**src/hw/rtl/ppi_ram.sv**
```systemverilog
// ----------------------------------------------------------------------------
// ppi_ram
// Generic single-clock RAM, one write and one read port, registered read.
// ----------------------------------------------------------------------------
module ppi_ram #(
  parameter int Width = 8,
  parameter int Depth = 64
) (
  input  logic                                      clk_i,
  input  logic                                      we_i,
  input  logic [((Depth > 1) ? $clog2(Depth) : 1)-1:0] waddr_i,
  input  logic [Width-1:0]                          wdata_i,
  input  logic                                      re_i,
  input  logic [((Depth > 1) ? $clog2(Depth) : 1)-1:0] raddr_i,
  output logic [Width-1:0]                          rdata_o
);

  logic [Width-1:0] mem_q [Depth];
  logic [Width-1:0] rdata_q;

  always_ff @(posedge clk_i) begin
    if (we_i) begin
      mem_q[waddr_i] <= wdata_i;
    end
    if (re_i) begin
      rdata_q <= mem_q[raddr_i];
    end
  end

  assign rdata_o = rdata_q;

endmodule

```
**config.mk**
```make
export PLATFORM = sky130hd
export DESIGN_NAME = ppi_ram
export DESIGN_NICKNAME = d
export VERILOG_FILES = /design/src/hw/rtl/ppi_ram.sv
export SDC_FILE = /design/constraint.sdc
export NUM_CORES = 1
export LEC_CHECK = 0
export BUFFER_PORTS_ARGS = -buffer_cell sky130_fd_sc_hd__buf_2
export CORE_ASPECT_RATIO = 2
export CORE_MARGIN = 2
export CORE_UTILIZATION = 59
export CTS_CLUSTER_SIZE = 12
export DETAILED_ROUTE_END_ITERATION = 6
export PLACE_DENSITY = 0.75
export REMOVE_ABC_BUFFERS = 1
export SKIP_CTS_REPAIR_TIMING = 1
export SLEW_MARGIN = 20
export SYNTH_ARGS = -nofsm -noshare
export SYNTH_HDL_FRONTEND = slang
export SYNTH_SLANG_ARGS = --single-unit
```
**constraint.sdc**
```tcl
create_clock -name clk_i -period 2.94 [get_ports clk_i]
set_input_delay 0.294 -clock clk_i [delete_from_list [all_inputs] [get_ports clk_i]]
set_output_delay 0.294 -clock clk_i [all_outputs]
set_load 0.03 [all_outputs]
```
==> results of run 1 <==
[through the flow]
stage / cell area, µm² / hold WS, ps / instances
2_1_floorplan: 19900 / 393 / 889
3_3_place_gp: 21500 / 670 / 1466
3_5_place_dp: 21500 / 674 / 1466
4_1_cts: 22800 / 83.6 / 1522
5_1_grt: 22800 / 105 / 1523
6_report: 22800 / 114 / 1523
[worst max-delay path by stage]
stage                                       from                   end  depth (start not counted)
final                                 raddr_i[1]  rdata_o[3]$_DFFE_PP_                          7
after global placement                raddr_i[0]  rdata_o[3]$_DFFE_PP_                          7
after floorplan           mem_q[29][4]$_DFFE_PP_  rdata_o[4]$_DFFE_PP_                          5
after global routing                  raddr_i[1]  rdata_o[3]$_DFFE_PP_                          7
after CTS                  mem_q[3][3]$_DFFE_PP_  rdata_o[3]$_DFFE_PP_                          5
after detailed placement              raddr_i[0]  rdata_o[3]$_DFFE_PP_                          7
[flip-flops by register name, summed over array words and instances, names as in the netlist]
name and flops:
rdata_o 8, mem_q 512
[worst reg2reg max path, cell delays in order, from the launching register on]
cell and delay (ps):
sky130_fd_sc_hd__edfxtp_1 350, sky130_fd_sc_hd__mux4_2 460, sky130_fd_sc_hd__nor2b_1 180, sky130_fd_sc_hd__a2111oi_0 770, sky130_fd_sc_hd__buf_4 250, sky130_fd_sc_hd__o41ai_1 70
[layout by cell type (no fill, tap or decap), drive strengths merged, types with 7 or more instances in the layout]
cell	netlist	final
mux2i	23	23
buf	34	135
mux4	126	126
mux2	13	13
o221ai	8	8
nor2	83	83
nor3	7	7
nand2b	7	7
nand3	13	13
nor2b	14	14
o22ai	8	8
edfxtp	520	520
nand2	19	19
clkbuf	17	55
[per-layer routing]
metal / global-route usage / up-vias / share of wire
li1: - / 4176 / -
met1: 0.304 / 5301 / 0.33
met4: 0.137 / 0 / 0.058
met3: 0.0320 / 127 / 0.055
met5: 0 / - / 0
met2: 0.481 / 475 / 0.55
[area by class of cell]
| type | count | area [µm²] |
|---|---|---|
| sequential | 520 | 15600 |
| antenna | 1 | 2.50 |
| multi-input combinational | 369 | 4320 |
| timing repair buffer | 136 | 1030 |
| clock inverter | 2 | 16.3 |
| clock buffer | 54 | 1290 |
| fill | 2179 | 11300 |
| tap | 441 | 552 |
[report_power, final]
part / leakage (nW) / total (W) / internal [W] / switching [W]
clock: 0.637 / 0.00551 / 0.00305 / 0.00246
sequential: 4.69 / 0.00824 / 0.00822 / 0.0000190
combinational: 1.97 / 0.000811 / 0.000317 / 0.000495
total: 7.29 / 0.0146 / 0.0116 / 0.00297
[cell usage after synthesis, types with 8 or more instances]
| master | count |
|---|---|
| sky130_fd_sc_hd__edfxtp_1 | 520 |
| sky130_fd_sc_hd__nor2b_1 | 14 |
| sky130_fd_sc_hd__nand2_1 | 19 |
| sky130_fd_sc_hd__nor2_1 | 83 |
| sky130_fd_sc_hd__buf_2 | 11 |
| sky130_fd_sc_hd__mux2_2 | 13 |
| sky130_fd_sc_hd__buf_4 | 13 |
| sky130_fd_sc_hd__mux4_2 | 126 |
| sky130_fd_sc_hd__mux2i_1 | 23 |
| sky130_fd_sc_hd__o22ai_1 | 8 |
| sky130_fd_sc_hd__clkbuf_1 | 17 |
| sky130_fd_sc_hd__o221ai_1 | 8 |
| sky130_fd_sc_hd__nand3_1 | 13 |
[kinds of logic after synthesis]
kind of cell           Yosys count
AOI/OAI and AO/OA               54
buffers and inverters           51
DFF                            520
muxes                          162
and+or+nand+nor                153
==> results.md, run 1 <==
- Status: completed
- Io pins: 31
- Tightest slew margin relative to the limit: 0.373
- Floorplan die area: 35900 µm²
- Remaining DRCs: 0
- First-pass GRT wire length: 67400 µm
- Post-Synth XOR/XNOR Area: 0
- Share of flip-flops with an asynchronous set or reset after synthesis: 0
- Number of instances in the synthesized netlist: 940
- Final setup vio count: 0
- Overall via count from detail_route: 10100
- Clock tree from TritonCTS: built
- Leading area contributor after synthesis: sky130_fd_sc_hd__edfxtp_1
- Depth of the worst register-to-register path: 5
- Die X-Extent: 135 µm
- Top FF cell, synth: sky130_fd_sc_hd__edfxtp_1
- Share of the synthesized area in compound gates (AO/OA/AOI/OAI): 0.0206
- Slew at the pin closest to its max-slew limit: 941 ps
- Insertion delay of the later-clocked pin in the worst-skew pair: 560 ps
- Type of the tightest min-delay check: input port to flip-flop
- FF-to-FF Start: mem_q[3][3]$_DFFE_PP_
- Final ANT Viol Nets: 0
- Family of cells with the greatest summed delay on the critical path: buffers and inverters
- Share of the core filled with cells in the final layout: 0.669
- Worst hold path depth: 1
- Port buffer count: 30
- Category of the most critical setup path: input port to flip-flop
- Number of endpoints with negative hold slack in the final report: 0
- Number of flip-flops and latches in the synthesized netlist: 520
- Area inside the core boundary: 34100 µm²
- Root buffer selected by CTS: sky130_fd_sc_hd__clkbuf_16
- Critical Path Slowest Stage Cell: sky130_fd_sc_hd__a2111oi_0
- CTS H-tree depth: 2
- Synthesized-area fraction occupied by adder cells: 0
- TritonCTS Buffers: 49
- Cell-by-cell trace of the critical path: buf_4, buf_12, mux4_2, nor2b_1, a2111oi_0, buf_4, o41ai_1
- Post-layout worst setup margin: 603 ps
- Post-route clock skew: 15.9 ps
- Wire length after detailed routing: 45900 µm
- Detail-routed net length per standard cell: 30.2 µm
- Share of layout cells above drive strength 1: 0.305
- Row cnt: 96
- Required time at the worst-slack endpoint: 3250 ps
- Clock-pin slew on the worst setup and hold paths: 60 ps
- Share of cell area taken by muxes after synthesis: 0.159
- Delay of the slowest cell on the worst path: 770 ps
- HPWL Detailed: 30100 µm
- Syn Std Cell Area: 20200 µm²
- Max capacitance violation total: 0
- Overall die height: 266 µm
- Initial antenna violation count: 1
- Vias in the first global route: 10600
- Final critical path time including I/O delays and setup: 2340 ps
- Placement-stage worst setup slack: 19.7 ps
- Area fraction in and, or, nand and nor cells after synthesis: 0.0337
- Maximum vdd drop: 0.473 mV
- Unique masters post-synth: 39
- RSZ-0062 raised after global routing: false
- Final weighted congestion in routability-driven placement: 0.860
- Setup TNS after final layout: 0 ps
- Via-to-Cell Ratio: 6.62
- Slack of the worst reg-to-reg path: 620 ps
- Number of enable-type register cells in the synthesized netlist: 520
- Arrival time reported for the critical path endpoint: 2650 ps
- Number of nets in the layout: 1099
- Number of warnings printed during yosys synthesis: 0
- Number of buffers and inverters on the critical path: 3
- Cell mode on critical path: sky130_fd_sc_hd__buf_4
- Largest net degree at the start of global routing: 65
- GRT overflow: 0
- Initial DRC count: 1085
- Starting density of the core: 0.594
- Capture point of the worst reg-to-reg path: rdata_o[3]$_DFFE_PP_
- Hold Path Sink: rdata_o[3]$_DFFE_PP_
- Critical Path Start Type: input port
- Tot GR Track Use: 0.264
- Worst Path Max Fanout: 29
- Router iterations before antenna repair: 5
- Areal power density over the cells: 638 nW/µm²
- Fraction of the cycle the final worst path needs: 0.795
- Per-instance average area after synthesis: 21.5 µm²
- F_max: 428 MHz
- Worst-case clock buffer depth: 3
- Startpoint of the tightest hold check path: re_i
- Top cells by area in the synthesized netlist: sky130_fd_sc_hd__edfxtp_1 (77%), sky130_fd_sc_hd__mux4_2 (14%), sky130_fd_sc_hd__nor2_1 (1.5%), sky130_fd_sc_hd__mux2i_1 (1.1%), sky130_fd_sc_hd__mux2_2 (0.72%)
- Register area share after synthesis: 0.771
- Largest family of logic cells by synthesized area: multiplexers
- Area Overhead vs Synth: 12.7%
- Number of pins with negative max-slew slack in the final report: 0
- Nature of the critical path endpoint: flip-flop
- P_leak: 7.29 nW
- Share of the synthesized area in the top cell type: 0.771
- Clock sinks: 520
- Total power: 0.0146 W
Power figures use the tool's default switching activity.
==> run 2, diff against run 1 <==
--- a/config.mk
+++ b/config.mk
@@ -8,7 +8,7 @@
 export BUFFER_PORTS_ARGS = -buffer_cell sky130_fd_sc_hd__buf_2
 export CORE_ASPECT_RATIO = 2
 export CORE_MARGIN = 2
-export CORE_UTILIZATION = 59
+export CORE_UTILIZATION = 56
 export CTS_CLUSTER_SIZE = 12
 export DETAILED_ROUTE_END_ITERATION = 6
 export PLACE_DENSITY = 0.75
==> constraint.sdc (replaced) <==
create_clock -name clk_i -period 1.9 [get_ports clk_i]
set_input_delay 0.19 -clock clk_i [delete_from_list [all_inputs] [get_ports clk_i]]
set_output_delay 0.19 -clock clk_i [all_outputs]
set_load 0.03 [all_outputs]
==> run 2 against run 1 <==
- the flow now finishes with violations (setup timing)
- clock power grew 52%
- clock skew shrank 5.2 ps
- largest cell class unchanged
- sequential share of layout area shrank 1.9 points
- cell area grew 2.8%
- final cell count grew 3.5%
- sequential power grew 54%
- combinational power grew 75%
- routed wire length grew 1.2%
==> results.md, run 2 (synthesis gave the netlist of run 1 again) <==
- Status: finished with violations
- Violated checks: setup timing
- Post-layout worst setup margin: -117 ps
- Category of the most critical setup path: flip-flop to flip-flop
- Tightest slew margin relative to the limit: 0.523
- Total power: 0.0225 W
- TritonCTS Buffers: 49
- RSZ-0062 raised after global routing: true
- Tot GR Track Use: 0.250
- P_leak: 7.63 nW
- Router iterations before antenna repair: 5
- Detail-routed net length per standard cell: 29.5 µm
- Area inside the core boundary: 35700 µm²
- Overall via count from detail_route: 10100
- Final setup vio count: 7
- Most flop-heavy register: mem_q
- Initial DRC count: 977
- Number of pins with negative max-slew slack in the final report: 0
- Finished layout cell area: 23500 µm²
- Max capacitance violation total: 0
- Remaining DRCs: 0
- Share of the core filled with cells in the final layout: 0.658
- Share of layout cells above drive strength 1: 0.350
- Maximum vdd drop: 0.700 mV
- Overall die height: 273 µm
- Largest register FFs: 512
- Count of inserted antenna diode cells: 0
- Via-to-Cell Ratio: 6.40
- F_max: 496 MHz
- Required time at the worst-slack endpoint: 2190 ps
- Commonest non-fill, non-tap cell in the layout: sky130_fd_sc_hd__edfxtp_1
- Worst-case clock buffer depth: 3
- Area Overhead vs Synth: 15.9%
- Worst Path Max Fanout: 1
- Wire length after detailed routing: 46500 µm
- CTS H-tree depth: 2
- Floorplan die area: 37800 µm²
- Starting density of the core: 0.567
- Vias in the first global route: 10700
- Register area: 15600 µm²
- Placement-stage worst setup slack: -598 ps
- Clock sinks: 520
- Initial antenna violation count: 0
- Arrival time reported for the critical path endpoint: 2310 ps
- Areal power density over the cells: 961 nW/µm²
- Io pins: 31
- HPWL Detailed: 30300 µm
- Final critical path time including I/O delays and setup: 2020 ps
- Slew at the pin closest to its max-slew limit: 716 ps
- Total cell area at the placement stage: 22000 µm²
- Critical Path Start Type: flip-flop
- Number of nets in the layout: 1148
- Final ANT Viol Nets: 0
- Largest net degree at the start of global routing: 65
- Row cnt: 98
- GRT overflow: 0
- Port buffer count: 30
- Clock-pin slew on the worst setup and hold paths: 60 ps
- Multi-input combinational cell area: 4470 µm²
- Insertion delay of the later-clocked pin in the worst-skew pair: 560 ps
- Number of endpoints with negative hold slack in the final report: 0
- Root buffer selected by CTS: sky130_fd_sc_hd__clkbuf_16
- Final weighted congestion in routability-driven placement: 0.854
- Nature of the critical path endpoint: flip-flop
- Clock tree from TritonCTS: built
- Fraction of the cycle the final worst path needs: 1.06
- Slack of the worst reg-to-reg path: -120 ps
- First-pass GRT wire length: 68400 µm
- Number of fill cells in the layout: 2222
- Post-route clock skew: 10.7 ps
- Die X-Extent: 138 µm
- Most frequent cells in the layout: sky130_fd_sc_hd__edfxtp_1 (520), sky130_fd_sc_hd__buf_4 (141), sky130_fd_sc_hd__mux4_2 (126)
- Type of the tightest min-delay check: input port to flip-flop
[run 2: changes by cell type in the layout (fill, tap and decap cells not counted), moves of 3 or more]
cell	previous run	this run
sky130_fd_sc_hd__clkbuf_1	3	0
sky130_fd_sc_hd__nor2_1	83	79
sky130_fd_sc_hd__buf_12	5	17
sky130_fd_sc_hd__mux2_4	0	5
sky130_fd_sc_hd__a221oi_1	6	3
sky130_fd_sc_hd__mux2_2	13	8
sky130_fd_sc_hd__nor2_2	0	4
sky130_fd_sc_hd__a221oi_2	0	3
sky130_fd_sc_hd__buf_4	107	141
[run 2: worst paths after layout]
kind                                from  cells after the start                     end
hold reg to reg   mem_q[27][6]$_DFFE_PP_                      3    rdata_o[6]$_DFFE_PP_
setup reg to reg  mem_q[24][4]$_DFFE_PP_                      5    rdata_o[4]$_DFFE_PP_
setup / recovery  mem_q[24][4]$_DFFE_PP_                      5    rdata_o[4]$_DFFE_PP_
hold / removal                wdata_i[4]                      1  mem_q[55][4]$_DFFE_PP_
[run 2: area by class of cell]
| class | instances | share of cell area |
|---|---|---|
| clock buffers | 49 | 0.0523 |
| clock inverters | 3 | 0.00160 |
| multi-input cells | 369 | 0.191 |
| flip-flops and latches | 520 | 0.665 |
| well taps | 450 | 0.0240 |
| repair buffers | 185 | 0.0660 |
[run 2: routing by layer]
metal	up-vias	routed length (µm)	part of all wire	global-route usage
met1	5292	15300	0.33	0.276
met4	0	2720	0.059	0.146
met5	-	0	0	0
li1	4263	-	-	-
met2	411	25800	0.56	0.461
met3	126	2600	0.056	0.0333
[run 2: critical path, cell delays in order, from the launching register on]
cell,delay (ps)
sky130_fd_sc_hd__edfxtp_1,380
sky130_fd_sc_hd__mux4_2,500
sky130_fd_sc_hd__mux2_4,310
sky130_fd_sc_hd__o221a_4,280
sky130_fd_sc_hd__nor3_4,180
sky130_fd_sc_hd__o32ai_2,100
[run 2: power by group]
| group | internal [W] | switching (W) |
|---|---|---|
| Sequential | 0.0127 | 0.0000246 |
| Combinational | 0.000596 | 0.000823 |
| Clock | 0.00466 | 0.00372 |
| Total | 0.0180 | 0.00457 |
[run 2: metrics by stage]
stage          TNS, ps  hold slack, ps  cells
6_report          -451             105   1576
5_1_grt           -644             106   1576
4_1_cts          -1140           -18.8   1575
3_5_place_dp     -3700             568   1523
3_3_place_gp     -3400             568   1523
2_1_floorplan        0             289    889
==> run 3, diff against run 2 <==
--- a/config.mk
+++ b/config.mk
@@ -13,7 +13,6 @@
 export DETAILED_ROUTE_END_ITERATION = 6
 export PLACE_DENSITY = 0.75
 export REMOVE_ABC_BUFFERS = 1
-export SKIP_CTS_REPAIR_TIMING = 1
 export SLEW_MARGIN = 20
 export SYNTH_ARGS = -nofsm -noshare
 export SYNTH_HDL_FRONTEND = slang
==> run 3 against run 2 <==
- the run still ends with setup timing left
- utilization about the same
- via count up 0.59%
- power about the same
- clock power about the same
- clock-buffer cell count unchanged
- non-clock buffer count down 1
- cell area about the same
- worst setup slack better by 30 ps
- critical path type unchanged
- combinational power about the same
==> results.md, run 3 (synthesis gave the netlist of run 1 again) <==
- Pint: 0.0180 W
- Via-to-Cell Ratio: 6.45
- Arrival time reported for the critical path endpoint: 2290 ps
- Wire length after detailed routing: 46800 µm
- Port buffer count: 30
- Cell-by-cell trace of the critical path: mux4_2, mux4_2, o21ai_2, nand2_1
- Worst hold path depth: 1
- Row cnt: 98
- Fraction of power spent switching nets: 0.203
- Clock sinks: 520
- Count of inserted antenna diode cells: 0
- Commonest non-fill, non-tap cell in the layout: sky130_fd_sc_hd__edfxtp_1
- Remaining DRCs: 0
- F_max: 503 MHz
- Post-layout worst setup margin: -87.1 ps
- Slew at the pin closest to its max-slew limit: 709 ps
- Most flop-heavy register: mem_q
- Critical Path Start Type: flip-flop
- Max capacitance violation total: 0
- Sequential Power Share: 0.565
- Clock-pin slew on the worst setup and hold paths: 60 ps
- Setup TNS after final layout: -361 ps
- Areal power density over the cells: 961 nW/µm²
- Share of layout cells above drive strength 1: 0.351
- Die X-Extent: 138 µm
- Fraction of the cycle the final worst path needs: 1.05
- Starting density of the core: 0.567
- Initial DRC count: 1033
- Worst-case clock buffer depth: 3
- Overall via count from detail_route: 10200
- Tightest slew margin relative to the limit: 0.528
- Largest register FFs: 512
- Root buffer selected by CTS: sky130_fd_sc_hd__clkbuf_16
- Cell mode on critical path: sky130_fd_sc_hd__mux4_2
- Io pins: 31
- Status: finished with violations
- Nature of the critical path endpoint: flip-flop
- Number of nets in the layout: 1147
- Violated checks: setup timing
- Hold Path Sink: mem_q[54][4]$_DFFE_PP_
- RSZ-0062 raised after global routing: true
- Final critical path time including I/O delays and setup: 1990 ps
- Depth of the worst register-to-register path: 4
- Capture point of the worst reg-to-reg path: rdata_o[7]$_DFFE_PP_
- Crit path launch: mem_q[54][7]$_DFFE_PP_
- Largest net degree at the start of global routing: 65
- Area inside the core boundary: 35700 µm²
- Insertion delay of the later-clocked pin in the worst-skew pair: 560 ps
- Final setup vio count: 7
- First-pass GRT wire length: 68600 µm
- Combinational power share: 0.063
- Slack of the worst reg-to-reg path: -90 ps
- Overall die height: 273 µm
- FF-to-FF Start: mem_q[54][7]$_DFFE_PP_
- Final weighted congestion in routability-driven placement: 0.854
- Number of pins with negative max-slew slack in the final report: 0
- Clock tree from TritonCTS: built
- Total power: 0.0226 W
- Tot GR Track Use: 0.251
- Power spent charging and discharging nets: 0.00458 W
- TritonCTS Buffers: 49
- Startpoint of the tightest hold check path: wdata_i[4]
- Category of the most critical setup path: flip-flop to flip-flop
- Initial antenna violation count: 0
- Type of the tightest min-delay check: input port to flip-flop
- Final ANT Viol Nets: 0
- CTS H-tree depth: 2
- Vias in the first global route: 10700
- Most frequent cells in the layout: sky130_fd_sc_hd__edfxtp_1 (520), sky130_fd_sc_hd__buf_4 (140), sky130_fd_sc_hd__mux4_2 (126)
- Detail-routed net length per standard cell: 29.7 µm
- GRT overflow: 0
- Floorplan die area: 37800 µm²
- Worst Path Max Fanout: 1
- HPWL Detailed: 30300 µm
- Number of endpoints with negative hold slack in the final report: 0
- Area Overhead vs Synth: 16.0%
- Share of the core filled with cells in the final layout: 0.658
- Post-route clock skew: 11.5 ps
- Required time at the worst-slack endpoint: 2200 ps
- P_leak: 7.63 nW
- Maximum vdd drop: 0.699 mV
- Delay of the slowest cell on the worst path: 550 ps
- Clock group share of total power: 0.372
- Critical Path Slowest Stage Cell: sky130_fd_sc_hd__mux4_2
- Router iterations before antenna repair: 5
-- run 3: cell count changes in the layout (fill, tap and decap cells not counted), sizes merged --
cell  previous run  this run
buf            183       182
-- run 3: metrics by stage --
stage	cells	area, µm²	worst slack, ps	hold WS, ps
finish	1575	23500	-87.1	98.4
CTS	1575	23400	-90.3	83.9
global placement	1523	22000	-584	568
detailed placement	1523	22000	-598	568
floorplan	889	19900	77.3	289
global route	1575	23500	-128	106
-- run 3: area by class of cell --
| class | count | area, µm² |
|---|---|---|
| Fill cell | 2219 | 12200 |
| Clock buffer | 49 | 1230 |
| Tap cell | 450 | 563 |
| Multi-Input combinational cell | 369 | 4500 |
| Sequential cell | 520 | 15600 |
| Clock inverter | 3 | 37.5 |
| Timing Repair Buffer | 184 | 1540 |
-- run 3: worst max-delay path by stage --
stage	endpoint	slack (ps)	depth (start not counted)
after CTS	rdata_o[4]$_DFFE_PP_	-90	5
after global routing	rdata_o[5]$_DFFE_PP_	-130	4
after global placement	rdata_o[7]$_DFFE_PP_	-580	6
after floorplan	rdata_o[4]$_DFFE_PP_	80	5
after detailed placement	rdata_o[7]$_DFFE_PP_	-600	7
final	rdata_o[7]$_DFFE_PP_	-90	4
-- run 3: repair_timing --
| action | in CTS | in global routing |
|---|---|---|
| pin swaps | 6 | 3 |
| buffers inserted | 0 | 0 |
| endpoints found under the hold margin | 8 | 0 |
| hold buffers | 1 | 0 |
| resized for setup | 25 | 10 |
| setup endpoints to repair | 8 | 8 |
-- run 3: power by group through the flow --
stage          Sequential [W]  Combinational, W  Clock [W]
2_1_floorplan          0.0130          0.000492          0
3_3_place_gp           0.0130           0.00134          0
3_5_place_dp           0.0130           0.00136          0
4_1_cts                0.0127           0.00141    0.00851
5_1_grt                0.0127           0.00150    0.00889
6_report               0.0127           0.00143    0.00839
-- run 3: critical path, delay by kind of cell, from the launching register on --
kind / cells / cell delay (ps)
DFF: 1 / 410
muxes: 2 / 1030
AOI/OAI and AO/OA: 1 / 200
and+or+nand+nor: 1 / 90
-- run 3: per-layer routing --
metal / up-vias / track usage / share of wire
li1: 4264 / - / -
met1: 5317 / 0.277 / 0.33
met2: 443 / 0.462 / 0.56
met3: 128 / 0.0336 / 0.057
met4: 0 / 0.149 / 0.061
met5: - / 0 / 0
